<file path="src/rtl/mprm_pkg.sv">
`timescale 1ns / 1ps
// Shared types, codes and helpers for the multi-pattern response matcher.
// No dependencies; used by the top level and its checker.
package mprm_pkg;

   localparam int NUM_PATTERNS_DEF  = 4;
   localparam int PATTERN_BYTES_DEF = 8;
   localparam int PATTERN_REGS      = 4;
   localparam int PATTERN_MAX_BYTES = 8;

   localparam int PAT_WIDTH      = 64;
   localparam int IDX_WIDTH      = 4;
   localparam int PCOUNT_WIDTH   = 3;
   localparam int TICK_WIDTH     = 32;
   localparam int CNT_WIDTH      = 16;
   localparam int MATCH_WIDTH    = 2;
   localparam int FUNC_WIDTH     = 2;
   localparam int STATUS_WIDTH   = 2;
   localparam int BYTE_WIDTH     = 8;

   localparam int REQ_TDATA_WIDTH = 8;
   localparam int RSP_TDATA_WIDTH = 24;
   localparam int RSP_PAD_WIDTH   = RSP_TDATA_WIDTH - CNT_WIDTH - MATCH_WIDTH;

   localparam int CSR_ADDR_WIDTH = 6;
   localparam int CSR_DATA_WIDTH = 64;

   localparam logic [BYTE_WIDTH-1:0]   TERMINATOR          = 8'h00;
   localparam logic [PCOUNT_WIDTH-1:0] PATTERN_COUNT_RESET = 3'd1;
   localparam logic [TICK_WIDTH-1:0]   TIMEOUT_RESET       = 32'd0;
   localparam logic [CNT_WIDTH-1:0]    CAPTURE_LIMIT_RESET = 16'd256;

   // Item kinds on the request channel
   localparam logic [FUNC_WIDTH-1:0] FUNC_START = 2'd0;
   localparam logic [FUNC_WIDTH-1:0] FUNC_BYTE  = 2'd1;
   localparam logic [FUNC_WIDTH-1:0] FUNC_TICK  = 2'd2;

   typedef enum logic [STATUS_WIDTH-1:0] {
      STATUS_SEARCHING = 2'd0,
      STATUS_FOUND     = 2'd1,
      STATUS_TIMEOUT   = 2'd2,
      STATUS_IGNORED   = 2'd3
   } status_type;

   // Register indexes, taken from paddr[5:3]
   localparam logic [2:0] REG_PATTERN_0     = 3'd0;
   localparam logic [2:0] REG_PATTERN_1     = 3'd1;
   localparam logic [2:0] REG_PATTERN_2     = 3'd2;
   localparam logic [2:0] REG_PATTERN_3     = 3'd3;
   localparam logic [2:0] REG_PATTERN_COUNT = 3'd4;
   localparam logic [2:0] REG_TIMEOUT       = 3'd5;
   localparam logic [2:0] REG_CAPTURE_LIMIT = 3'd6;

   // Length of a pattern: bytes before the first terminator, capped at nbytes
   function automatic logic [IDX_WIDTH-1:0] pattern_len(input logic [PAT_WIDTH-1:0] pat,
                                                         input int nbytes);
      logic [IDX_WIDTH-1:0] len;
      logic                 stop;
      len  = '0;
      stop = 1'b0;
      for (int j = 0; j < PATTERN_MAX_BYTES; j++) begin
         if (!stop && j < nbytes && pat[8*j +: 8] != TERMINATOR) begin
            len = IDX_WIDTH'(j + 1);
         end else begin
            stop = 1'b1;
         end
      end
      return len;
   endfunction

endpackage

</file>
<file path="src/rtl/multi_pattern_response_matcher_top.sv">
`timescale 1ns / 1ps
// Multi-pattern response matcher: byte-stream search for configured strings.
// Depends on mprm_pkg; checked by mprm_checker (bound in its own file).
//
//   channel   dir   handshake               payload
//   req_*     in    tvalid/tready           tuser=func, tdata=rx_byte
//   rsp_*     out   tvalid/tready           tuser=status, tdata=match_index,captured_count
//   csr_*     in    psel/penable/pready     64-bit registers at paddr 8*i
//
// One beat per cycle sustained while results are taken; each beat is held in the input register
// and its result is then registered in the result register.
// All pattern lanes compare the byte in parallel.
// Synchronous reset clears search state and loads register defaults; no clearing pass.
// A stalled result holds the input register; an empty input register still takes a beat.
module multi_pattern_response_matcher_top #(
   parameter int NUM_PATTERNS  = mprm_pkg::NUM_PATTERNS_DEF,
   parameter int PATTERN_BYTES = mprm_pkg::PATTERN_BYTES_DEF
) (
   input  logic                                 clock,
   input  logic                                 reset,
   input  logic                                 req_tvalid,
   output logic                                 req_tready,
   input  logic [mprm_pkg::REQ_TDATA_WIDTH-1:0] req_tdata,   // [7:0] rx_byte
   input  logic [mprm_pkg::FUNC_WIDTH-1:0]      req_tuser,   // [1:0] func
   output logic                                 rsp_tvalid,
   input  logic                                 rsp_tready,
   output logic [mprm_pkg::RSP_TDATA_WIDTH-1:0] rsp_tdata,   // [1:0] match_index, [17:2] captured_count
   output logic [mprm_pkg::STATUS_WIDTH-1:0]    rsp_tuser,   // [1:0] status
   input  logic                                 csr_psel,
   input  logic                                 csr_penable,
   input  logic                                 csr_pwrite,
   input  logic [mprm_pkg::CSR_ADDR_WIDTH-1:0]  csr_paddr,
   input  logic [mprm_pkg::CSR_DATA_WIDTH-1:0]  csr_pwdata,
   output logic [mprm_pkg::CSR_DATA_WIDTH-1:0]  csr_prdata,
   output logic                                 csr_pready
);
   import mprm_pkg::*;

   localparam int NUM_LANES = (NUM_PATTERNS < PATTERN_REGS) ? NUM_PATTERNS : PATTERN_REGS;

   // configuration registers
   logic [PAT_WIDTH-1:0]    pattern_ff [PATTERN_REGS];
   logic [PCOUNT_WIDTH-1:0] pattern_count_ff;
   logic [TICK_WIDTH-1:0]   timeout_ff;
   logic [CNT_WIDTH-1:0]    capture_limit_ff;

   // search state
   logic [IDX_WIDTH-1:0]    partial_ff [NUM_LANES];
   logic [IDX_WIDTH-1:0]    partial_in [NUM_LANES];
   logic [TICK_WIDTH-1:0]   elapsed_ff, elapsed_in;
   logic [CNT_WIDTH-1:0]    byte_count_ff, byte_count_in;
   logic                    searching_ff, searching_in;

   // input register
   logic                    in_valid_ff;
   logic [FUNC_WIDTH-1:0]   in_func_ff;
   logic [BYTE_WIDTH-1:0]   in_byte_ff;

   // result register
   logic                    out_valid_ff;
   status_type              out_status_ff, status_in;
   logic [MATCH_WIDTH-1:0]  out_match_ff, match_in;
   logic [CNT_WIDTH-1:0]    out_count_ff;

   // per-lane compare results
   logic [IDX_WIDTH-1:0]    lane_len  [NUM_LANES];
   logic [IDX_WIDTH-1:0]    lane_next [NUM_LANES];
   logic [NUM_LANES-1:0]    lane_active, lane_done, lane_upd;
   logic                    found;
   logic [MATCH_WIDTH-1:0]  win_index;

   logic                    advance;
   logic [TICK_WIDTH-1:0]   tick_next;
   logic                    timed_out_now;
   logic                    wr_en;
   logic [2:0]              reg_index;

   assign advance    = in_valid_ff && (!out_valid_ff || rsp_tready);
   assign req_tready = !in_valid_ff || advance;

   assign rsp_tvalid = out_valid_ff;
   assign rsp_tuser  = out_status_ff;
   assign rsp_tdata  = {RSP_PAD_WIDTH'(0), out_count_ff, out_match_ff};

   assign csr_pready = 1'b1;
   assign reg_index  = csr_paddr[5:3];
   assign wr_en      = csr_psel && csr_penable && csr_pwrite && csr_pready;

   // ---------------------------------------------------------------- registers port
   always_ff @(posedge clock) begin
      if (reset) begin
         for (int i = 0; i < PATTERN_REGS; i++) begin
            pattern_ff[i] <= '0;
         end
         pattern_count_ff <= PATTERN_COUNT_RESET;
         timeout_ff       <= TIMEOUT_RESET;
         capture_limit_ff <= CAPTURE_LIMIT_RESET;
      end else if (wr_en) begin
         unique case (reg_index) inside
            REG_PATTERN_0, REG_PATTERN_1, REG_PATTERN_2, REG_PATTERN_3: begin
               pattern_ff[reg_index[1:0]] <= csr_pwdata;
            end
            REG_PATTERN_COUNT: pattern_count_ff <= csr_pwdata[PCOUNT_WIDTH-1:0];
            REG_TIMEOUT:       timeout_ff       <= csr_pwdata[TICK_WIDTH-1:0];
            REG_CAPTURE_LIMIT: capture_limit_ff <= csr_pwdata[CNT_WIDTH-1:0];
            default: ;
         endcase
      end
   end

   always_comb begin
      unique case (reg_index) inside
         REG_PATTERN_0, REG_PATTERN_1, REG_PATTERN_2, REG_PATTERN_3: begin
            csr_prdata = pattern_ff[reg_index[1:0]];
         end
         REG_PATTERN_COUNT: csr_prdata = CSR_DATA_WIDTH'(pattern_count_ff);
         REG_TIMEOUT:       csr_prdata = CSR_DATA_WIDTH'(timeout_ff);
         REG_CAPTURE_LIMIT: csr_prdata = CSR_DATA_WIDTH'(capture_limit_ff);
         default:           csr_prdata = '0;
      endcase
   end

   // ---------------------------------------------------------------- pattern lanes
   always_comb begin
      for (int i = 0; i < NUM_LANES; i++) begin
         lane_active[i] = i < int'(pattern_count_ff);
         lane_len[i]    = pattern_len(pattern_ff[i], PATTERN_BYTES);
         // a stored index at or past the length counts as a mismatch
         if (partial_ff[i] < lane_len[i] &&
             pattern_ff[i][{partial_ff[i][2:0], 3'b000} +: 8] == in_byte_ff) begin
            lane_next[i] = partial_ff[i] + 1'b1;
         end else if (lane_len[i] != '0 && pattern_ff[i][7:0] == in_byte_ff) begin
            lane_next[i] = IDX_WIDTH'(1);
         end else begin
            lane_next[i] = '0;
         end
         lane_done[i] = lane_active[i] && (lane_next[i] >= lane_len[i]);
      end
   end

   // lowest completing lane wins; lanes above it keep their index
   always_comb begin
      found     = 1'b0;
      win_index = '0;
      for (int i = 0; i < NUM_LANES; i++) begin
         lane_upd[i] = lane_active[i] && !found;
         if (!found && lane_done[i]) begin
            found     = 1'b1;
            win_index = MATCH_WIDTH'(i);
         end
      end
   end

   // ---------------------------------------------------------------- item decode
   assign tick_next     = (elapsed_ff == '1) ? elapsed_ff : elapsed_ff + 1'b1;
   assign timed_out_now = (timeout_ff != '0) && (elapsed_ff >= timeout_ff);

   always_comb begin
      status_in     = STATUS_SEARCHING;
      match_in      = '0;
      partial_in    = partial_ff;
      elapsed_in    = elapsed_ff;
      byte_count_in = byte_count_ff;
      searching_in  = searching_ff;
      case (in_func_ff)
         FUNC_START: begin
            for (int i = 0; i < NUM_LANES; i++) begin
               partial_in[i] = '0;
            end
            elapsed_in    = '0;
            byte_count_in = '0;
            searching_in  = 1'b1;
         end
         FUNC_BYTE: begin
            if (!searching_ff) begin
               status_in = STATUS_IGNORED;
            end else if (timed_out_now) begin
               // drop the byte, the deadline has already passed
               searching_in = 1'b0;
               status_in    = STATUS_TIMEOUT;
            end else begin
               if (byte_count_ff < capture_limit_ff) begin
                  byte_count_in = byte_count_ff + 1'b1;
               end
               for (int i = 0; i < NUM_LANES; i++) begin
                  if (lane_upd[i]) begin
                     partial_in[i] = lane_next[i];
                  end
               end
               if (found) begin
                  searching_in = 1'b0;
                  status_in    = STATUS_FOUND;
                  match_in     = win_index;
               end
            end
         end
         FUNC_TICK: begin
            if (!searching_ff) begin
               status_in = STATUS_IGNORED;
            end else begin
               elapsed_in = tick_next;
               if (timeout_ff != '0 && tick_next >= timeout_ff) begin
                  searching_in = 1'b0;
                  status_in    = STATUS_TIMEOUT;
               end
            end
         end
         default: status_in = STATUS_IGNORED;
      endcase
   end

   // ---------------------------------------------------------------- datapath registers
   always_ff @(posedge clock) begin
      if (reset) begin
         in_valid_ff   <= 1'b0;
         out_valid_ff  <= 1'b0;
         searching_ff  <= 1'b0;
         elapsed_ff    <= '0;
         byte_count_ff <= '0;
         for (int i = 0; i < NUM_LANES; i++) begin
            partial_ff[i] <= '0;
         end
      end else begin
         if (req_tready) begin
            in_valid_ff <= req_tvalid;
         end
         if (advance) begin
            out_valid_ff  <= 1'b1;
            searching_ff  <= searching_in;
            elapsed_ff    <= elapsed_in;
            byte_count_ff <= byte_count_in;
            partial_ff    <= partial_in;
         end else if (rsp_tready) begin
            out_valid_ff <= 1'b0;
         end
      end
   end

   always_ff @(posedge clock) begin
      if (req_tvalid && req_tready) begin
         in_func_ff <= req_tuser;
         in_byte_ff <= req_tdata[BYTE_WIDTH-1:0];
      end
      if (advance) begin
         out_status_ff <= status_in;
         out_match_ff  <= match_in;
         out_count_ff  <= byte_count_in;
      end
   end

endmodule

</file>
<file path="config.mk">
export PLATFORM = sky130hd
export DESIGN_NAME = multi_pattern_response_matcher_top
export DESIGN_NICKNAME = d
export VERILOG_FILES = /design/src/rtl/mprm_pkg.sv /design/src/rtl/multi_pattern_response_matcher_top.sv
export SDC_FILE = /design/constraint.sdc
export NUM_CORES = 1
export LEC_CHECK = 0
export ABC_AREA = 0
export BUFFER_PORTS_ARGS = -buffer_cell sky130_fd_sc_hd__buf_2
export CAP_MARGIN = 20
export CORE_MARGIN = 2
export CORE_UTILIZATION = 45
export CTS_CLUSTER_DIAMETER = 50
export DETAILED_ROUTE_END_ITERATION = 10
export PLACE_DENSITY = 0.65
export SYNTH_ARGS = -nofsm -noshare
export SYNTH_HDL_FRONTEND = slang
export SYNTH_SLANG_ARGS = --single-unit
</file>
<file path="constraint.sdc">
create_clock -name clock -period 8.5 [get_ports clock]
set_input_delay 0.425 -clock clock [delete_from_list [all_inputs] [get_ports clock]]
set_output_delay 0.425 -clock clock [all_outputs]
set_load 0.02 [all_outputs]
</file>
======== Word level (Yosys, flattened, before mapping) ========
Memories as Yosys holds them, arrays and structs flattened.
Cells that the tools add are included.
operators by class
  add/subtract/negate cells ............... 6
  multiply operators ...................... 0
  div/mod/pow operators ................... 0
  $lt $le $gt $ge ......................... 15
  eq/ne operators ......................... 24
  shift-type cells ........................ 4
  mux-type cells .......................... 113
  bitwise logic cells ..................... 3
  reductions and logical operators ........ 138
operator list
  kind                   count
  $pmux 64 s4            1
  $reduce_bool 8->1      32
  $shiftx 64x7->8        4
  $mux 4                 36
  $mux 16                5
  $eq 8x8->1             8
  $ge 32x32->1           2
  $mux 32                2
  $mux 64                1
  $pmux 16 s2            2
  $pmux 32 s2            1
  $reduce_or 64->1       1
  $mux 1                 56
  $logic_and 1x1->1      52
  $add 32x1->32 const B  1
  $eq 32x32->1 const B   1
  $reduce_bool 32->1     1
  $logic_not 1->1        29
  $reduce_and 5->1       4
  $add 16x1->16 const B  1
  $add 4x1->4 const B    4
  $ge 4x4->1             4
  $lt 16x16->1           1
  $lt 4x4->1             4
  21 further kinds       50
word-level totals
  register bits after elaboration ......... 148
  latch bits .............................. 0
  bits in writable memories ............... 256
  ROM bits ................................ 0
  input bits .............................. 87
  output and inout bits ................... 93
  word-level logic and storage cells ...... 321
  memories ................................ 1
memory list
  name        words  bits a word  rd ports  clocked after memory_dff  write ports  RTL line                                  RTL
  pattern_ff  4      64           5         0                         4            multi_pattern_response_matcher_top.sv:42  logic [PAT_WIDTH-1:0] pattern_ff [PATTERN_REGS];

======== Logic depth before layout (Yosys ltp) ========
An unclocked memory read counts as a cell.
  depth after elaboration ................. 42
  depth in mapped cells ................... 25

======== Worst setup path after synthesis ========
No wires, ideal clock.
  path kind ............................... input-to-reg
  start ................................... input csr_paddr[4] (netlist name)
  end ..................................... memory pattern_ff[3][0] (enable)
  setup time .............................. 0.581 ns
  data arrival time ....................... 6.242 ns
  data required time ...................... 7.919 ns
  path slack .............................. 1.677 ns
  stages on the path ...................... 5
  cell sequence ........................... clkbuf_1 > clkbuf_1 > clkbuf_1 > nand2_1 > o31ai_1
RTL lines
  item             RTL line                                  RTL
  start, declared  multi_pattern_response_matcher_top.sv:32  input logic [mprm_pkg::CSR_ADDR_WIDTH-1:0] csr_paddr,
  end, declared    multi_pattern_response_matcher_top.sv:42

==> results.md <==
- The flow ran to the end, and the final reports show no timing, DRC or antenna violations.
- The commonest non-fill, non-tap cell in the layout is nand2_1.
- The H-tree was split into 2 levels.
- The count of different cell masters after synthesis is 80.
- In this run the standard cell core region covers 0.0552 mm2.
- The beginning of the worst register-to-register path is pattern_ff[2][24].
- The cell type of the slowest stage on the worst timing path is nor4_1.
- The cell area after layout is 0.0286 mm2.
- The number of top-level pins is 180.
- The hold path startpoint is req_tvalid.
- The vias per cell is 6.43.
- For the pin with the worst max-slew slack, the measured transition is 1.15 ns.
- The area growth from synthesis to layout is 13.8%.
- For hold timing, the worst endpoint is in_valid_ff.
- After synthesis the netlist holds a flip-flop and latch count of 404.
- The total of hold buffers inserted after clock tree synthesis is 10.
- The total routing resource utilization after global routing is 33.2%.
- Wires add up to 95.8 mm.
- After detailed placement, the total cell area comes to 0.0266 mm2.
- The prevailing post-synth register cell is edfxtp_1.
- Of all cell types, the one taking the most synthesized area is edfxtp_1.
- The capture instance of the worst register-to-register path is partial_ff[0].
- The proportion of synthesized flip-flops having asynchronous set or reset is 0%.
- For this design the static power due to leakage is 0.0111 uW.
- After synthesis the cells add up to 0.0252 mm2.
- The critical path launch point type is a flip-flop.
- Hold timing on the final database bottoms out at a slack of 0.0293 ns.
- The sum of buffers and inverters on the critical path is 1.
- Measured along the x axis, the die boundary spans 240 um.
- The final worst-path cycle share is 75.5%.
- On the worst path, the slowest cell contributes a delay of 0.81 ns.
- Setup repair after global routing left no endpoint under its margin.
- Once routing completed, OpenROAD measured the worst setup slack at 2.08 ns.
- Clock tree synthesis found a total of 404 sinks.
- The number of remaining DRC errors is 0.
- The count of cells along the worst hold path is 3.
- Setup violations remaining at the end of the flow were counted as 0.
- The setup TNS is 0 ns.
- The first-pass GRT wire length is 138 mm.
- The count of buffers added on input and output ports is 169.
- The peak supply drop is 0.184 mV.
- The reg2reg setup slack is 2.08 ns.
- The placed instance count is 3208.
- The mean cell area of the mapped netlist is 10.4 um2.
- The routability-driven placement congestion ratio is 1.02.
- Counting along the longest clock path gives a buffer depth of 3.
- The relative slew slack is 22.7%.
- After clock tree synthesis, the setup repair step added 0 buffers.
- The setup path with the least slack is of type reg -> reg.
- The cell depth of the worst flop-to-flop path is 24.
- The die covers 0.0578 mm2.
- The sequential-to-total area share from yosys stat is 43.5%.
- The final hold violation count is 0.
- After clock tree synthesis, the repair step resized 0 gates.
- After legalization and detailed placement, the total HPWL measured 72.2 mm.
- The overall die height is 240 um.
- After synthesis, the cell types taking the most area are edfxtp_1 34%, mux4_2 11%, dfxtp_1 9.4%.
- The number of antenna violations at the first check in global routing is 6.
- The post-route netlist has 18.3% of its cells at a drive strength greater than 1.
- The number of warnings issued by yosys is 0.
- The detailed router placed 21400 vias in this run.
- STA classifies the critical path endpoint as a flip-flop.
- In this run the worst path has a maximum fanout of 6.
- The worst setup slack before clock tree synthesis is 2.35 ns.
- The synthesized instance count is 2409.
- TritonCTS built the clock tree.
- The number of CTS-inserted buffers is 56.
- For this run, the post-layout net count is 2734.
- The tightest min-delay check is of the in -> reg type.
- The fill cell instance count of the final layout is 4925.
- Clock-pin slew was measured on the worst setup and hold paths at 0.06 ns.
- Dividing the detail-routed wire length by the instance count gives 28.8 um.
- The clock arrives with 0.0255 ns of skew.
- The max-slew violation count is 0.
- In the layout the commonest cells are 292 x nand2_1, 286 x edfxtp_1, 190 x nor2_1.
- Walking the worst path, the cells encountered are nor4_1 -> a21oi_1 -> and4b_1 -> and3_1 -> inv_1 -> nand2_1 -> ha_1 -> a21o_1 -> a21o_1 -> a21oi_1 -> nand4_1 -> or3_1 -> a211o_1 -> nor2_1 -> a21oi_1 -> ha_1 -> nand2b_1 -> a21o_1 -> a211oi_1 -> or3_1 -> and3_1 -> nand4_1 -> or4_1 -> nand4b_1.
- Counting flops with a built-in enable in the synthesized netlist gives 286.
- The top cell type's share of synthesized area is 34.1%.
- The clock period minus final worst setup slack is 6.42 ns.
- The critical path data arrival time is 6.97 ns.
- The clock root buffer master is clkbuf_16.
- The final global-route overflow total is 0.
- The power per unit of standard cell area is 185 mW/mm2.
- The initialized floorplan defines 86 standard-cell rows.
- The number of detailed-route iterations in the first pass is 5.
- The via count of the first global-routing pass is 19800.
- The iteration-0 DRC count of the detailed router is 2840.
- The number of violations of the max-capacitance limit is 0.
- The maximum number of pins on one net before global-route repair is 129.
- The effective utilization at floorplan is 45.6%.
- The data required time at the worst endpoint is 9.05 ns.
- The kind of cell with the highest combined delay along the critical path is simple AND/OR/NAND/NOR gates.
- The number of cells in the finished layout apart from fillers is 3327.
- The startpoint of the most critical setup path is pattern_ff[2][24].
- Based on the critical path, the design can be clocked at up to 156 MHz.
- The count of nets left with antenna violations after detail routing is 0.
- The worst-skew pair later-pin latency is 0.63 ns.
==> routing by layer <==
metal / up-vias / wire length, um / track usage, % / share of wire [%]
met5: - / 33 / 0 / 0.034
met4: 4 / 3950 / 13.2 / 4.1
met3: 200 / 10100 / 5.63 / 11
met2: 1289 / 43100 / 50.6 / 45
met1: 10600 / 38600 / 47.1 / 40
li1: 9255 / - / - / -
==> sequential cells by signal (all words and copies together) (netlist names), 2 cells and up <==
| register | count |
|---|---|
| partial_ff | 16 |
| in_byte_ff | 8 |
| out_match_ff | 2 |
| byte_count_ff | 16 |
| timeout_ff | 32 |
| pattern_ff | 256 |
| in_func_ff | 2 |
| out_count_ff | 16 |
| rsp_tuser | 2 |
| pattern_count_ff | 3 |
| capture_limit_ff | 16 |
| elapsed_ff | 32 |
==> cells in the mapped netlist, types with 8 or more instances <==
cell,count
a211oi_1,13
buf_2,17
a32oi_1,9
and2_1,79
clkbuf_1,111
mux4_2,127
or3_1,8
o21ai_0,46
inv_1,101
and3_1,146
buf_4,10
nor2_1,192
xor2_1,61
ha_1,117
nand3_1,48
edfxtp_1,286
nand2_1,295
xnor2_1,38
a21o_1,38
nor2b_1,11
nand2b_1,15
a21oi_1,121
o31ai_1,24
buf_1,15
dfxtp_1,118
a221oi_1,14
nor4_1,68
a31oi_1,17
or4_1,21
nand4_1,38
o211ai_1,13
nor3_1,31
mux2i_1,49
==> layout make-up <==
cell class              count  area, um2  area share [%]
diodes                      1       2.50         0.00874
clock buffers              67       1530            5.33
clock inverters            39        412            1.44
inverters                 104        390            1.36
multi-input cells        1747      13200            46.0
flip-flops and latches    404      11000            38.2
well taps                 748        936            3.27
repair buffers            217       1240            4.32
==> stage by stage <==
| stage | util (%) | total power (uW) |
|---|---|---|
| global placement | 48.1 | 2890 |
| finish | 51.9 | 5280 |
| CTS | 51.8 | 5290 |
| floorplan | - | 2620 |
| detailed placement | 48.1 | 2900 |
| global route | 51.9 | 5400 |
==> worst reg2reg max path, delay by kind of cell, from the launching register on <==
family / cells / cell delay (ns)
compound gates: 8 / 1.65
fa+ha+maj: 2 / 0.59
buf+inv: 1 / 0.14
flops: 1 / 0.50
simple gates: 13 / 3.44
==> worst max path at each step <==
stage | end | cells after the start
finish | partial_ff[0] | 24
global route | partial_ff[0] | 24
CTS | partial_ff[0] | 24
detailed placement | partial_ff[0] | 24
global placement | partial_ff[0] | 24
floorplan | pattern_ff[3][0] | 5
==> cells by family (layout without fill, tap and decap cells) <==
logic type / after synthesis / in the layout / synth area share (%)
AND/OR/NAND/NOR: 976 / 976 / 19.6
flip-flops: 404 / 404 / 43.5
AO/OA/AOI/OAI: 366 / 366 / 9.62
buffers and inverters: 263 / 427 / 4.34
multiplexers: 182 / 182 / 13.7
adder cells (fa/ha/maj): 117 / 117 / 5.82
XOR/XNOR: 99 / 99 / 3.45
other: 2 / 8 / 0.0299
==> power by group <==
group / leakage (uW) / internal, uW / switching [uW] / total, uW
clock network: 0.000948 / 1430 / 978 / 2410
logic: 0.00650 / 195 / 331 / 526
registers: 0.00368 / 2200 / 154 / 2350
total: 0.0111 / 3820 / 1460 / 5280
Note: power is estimated with default switching activity, not from simulation.
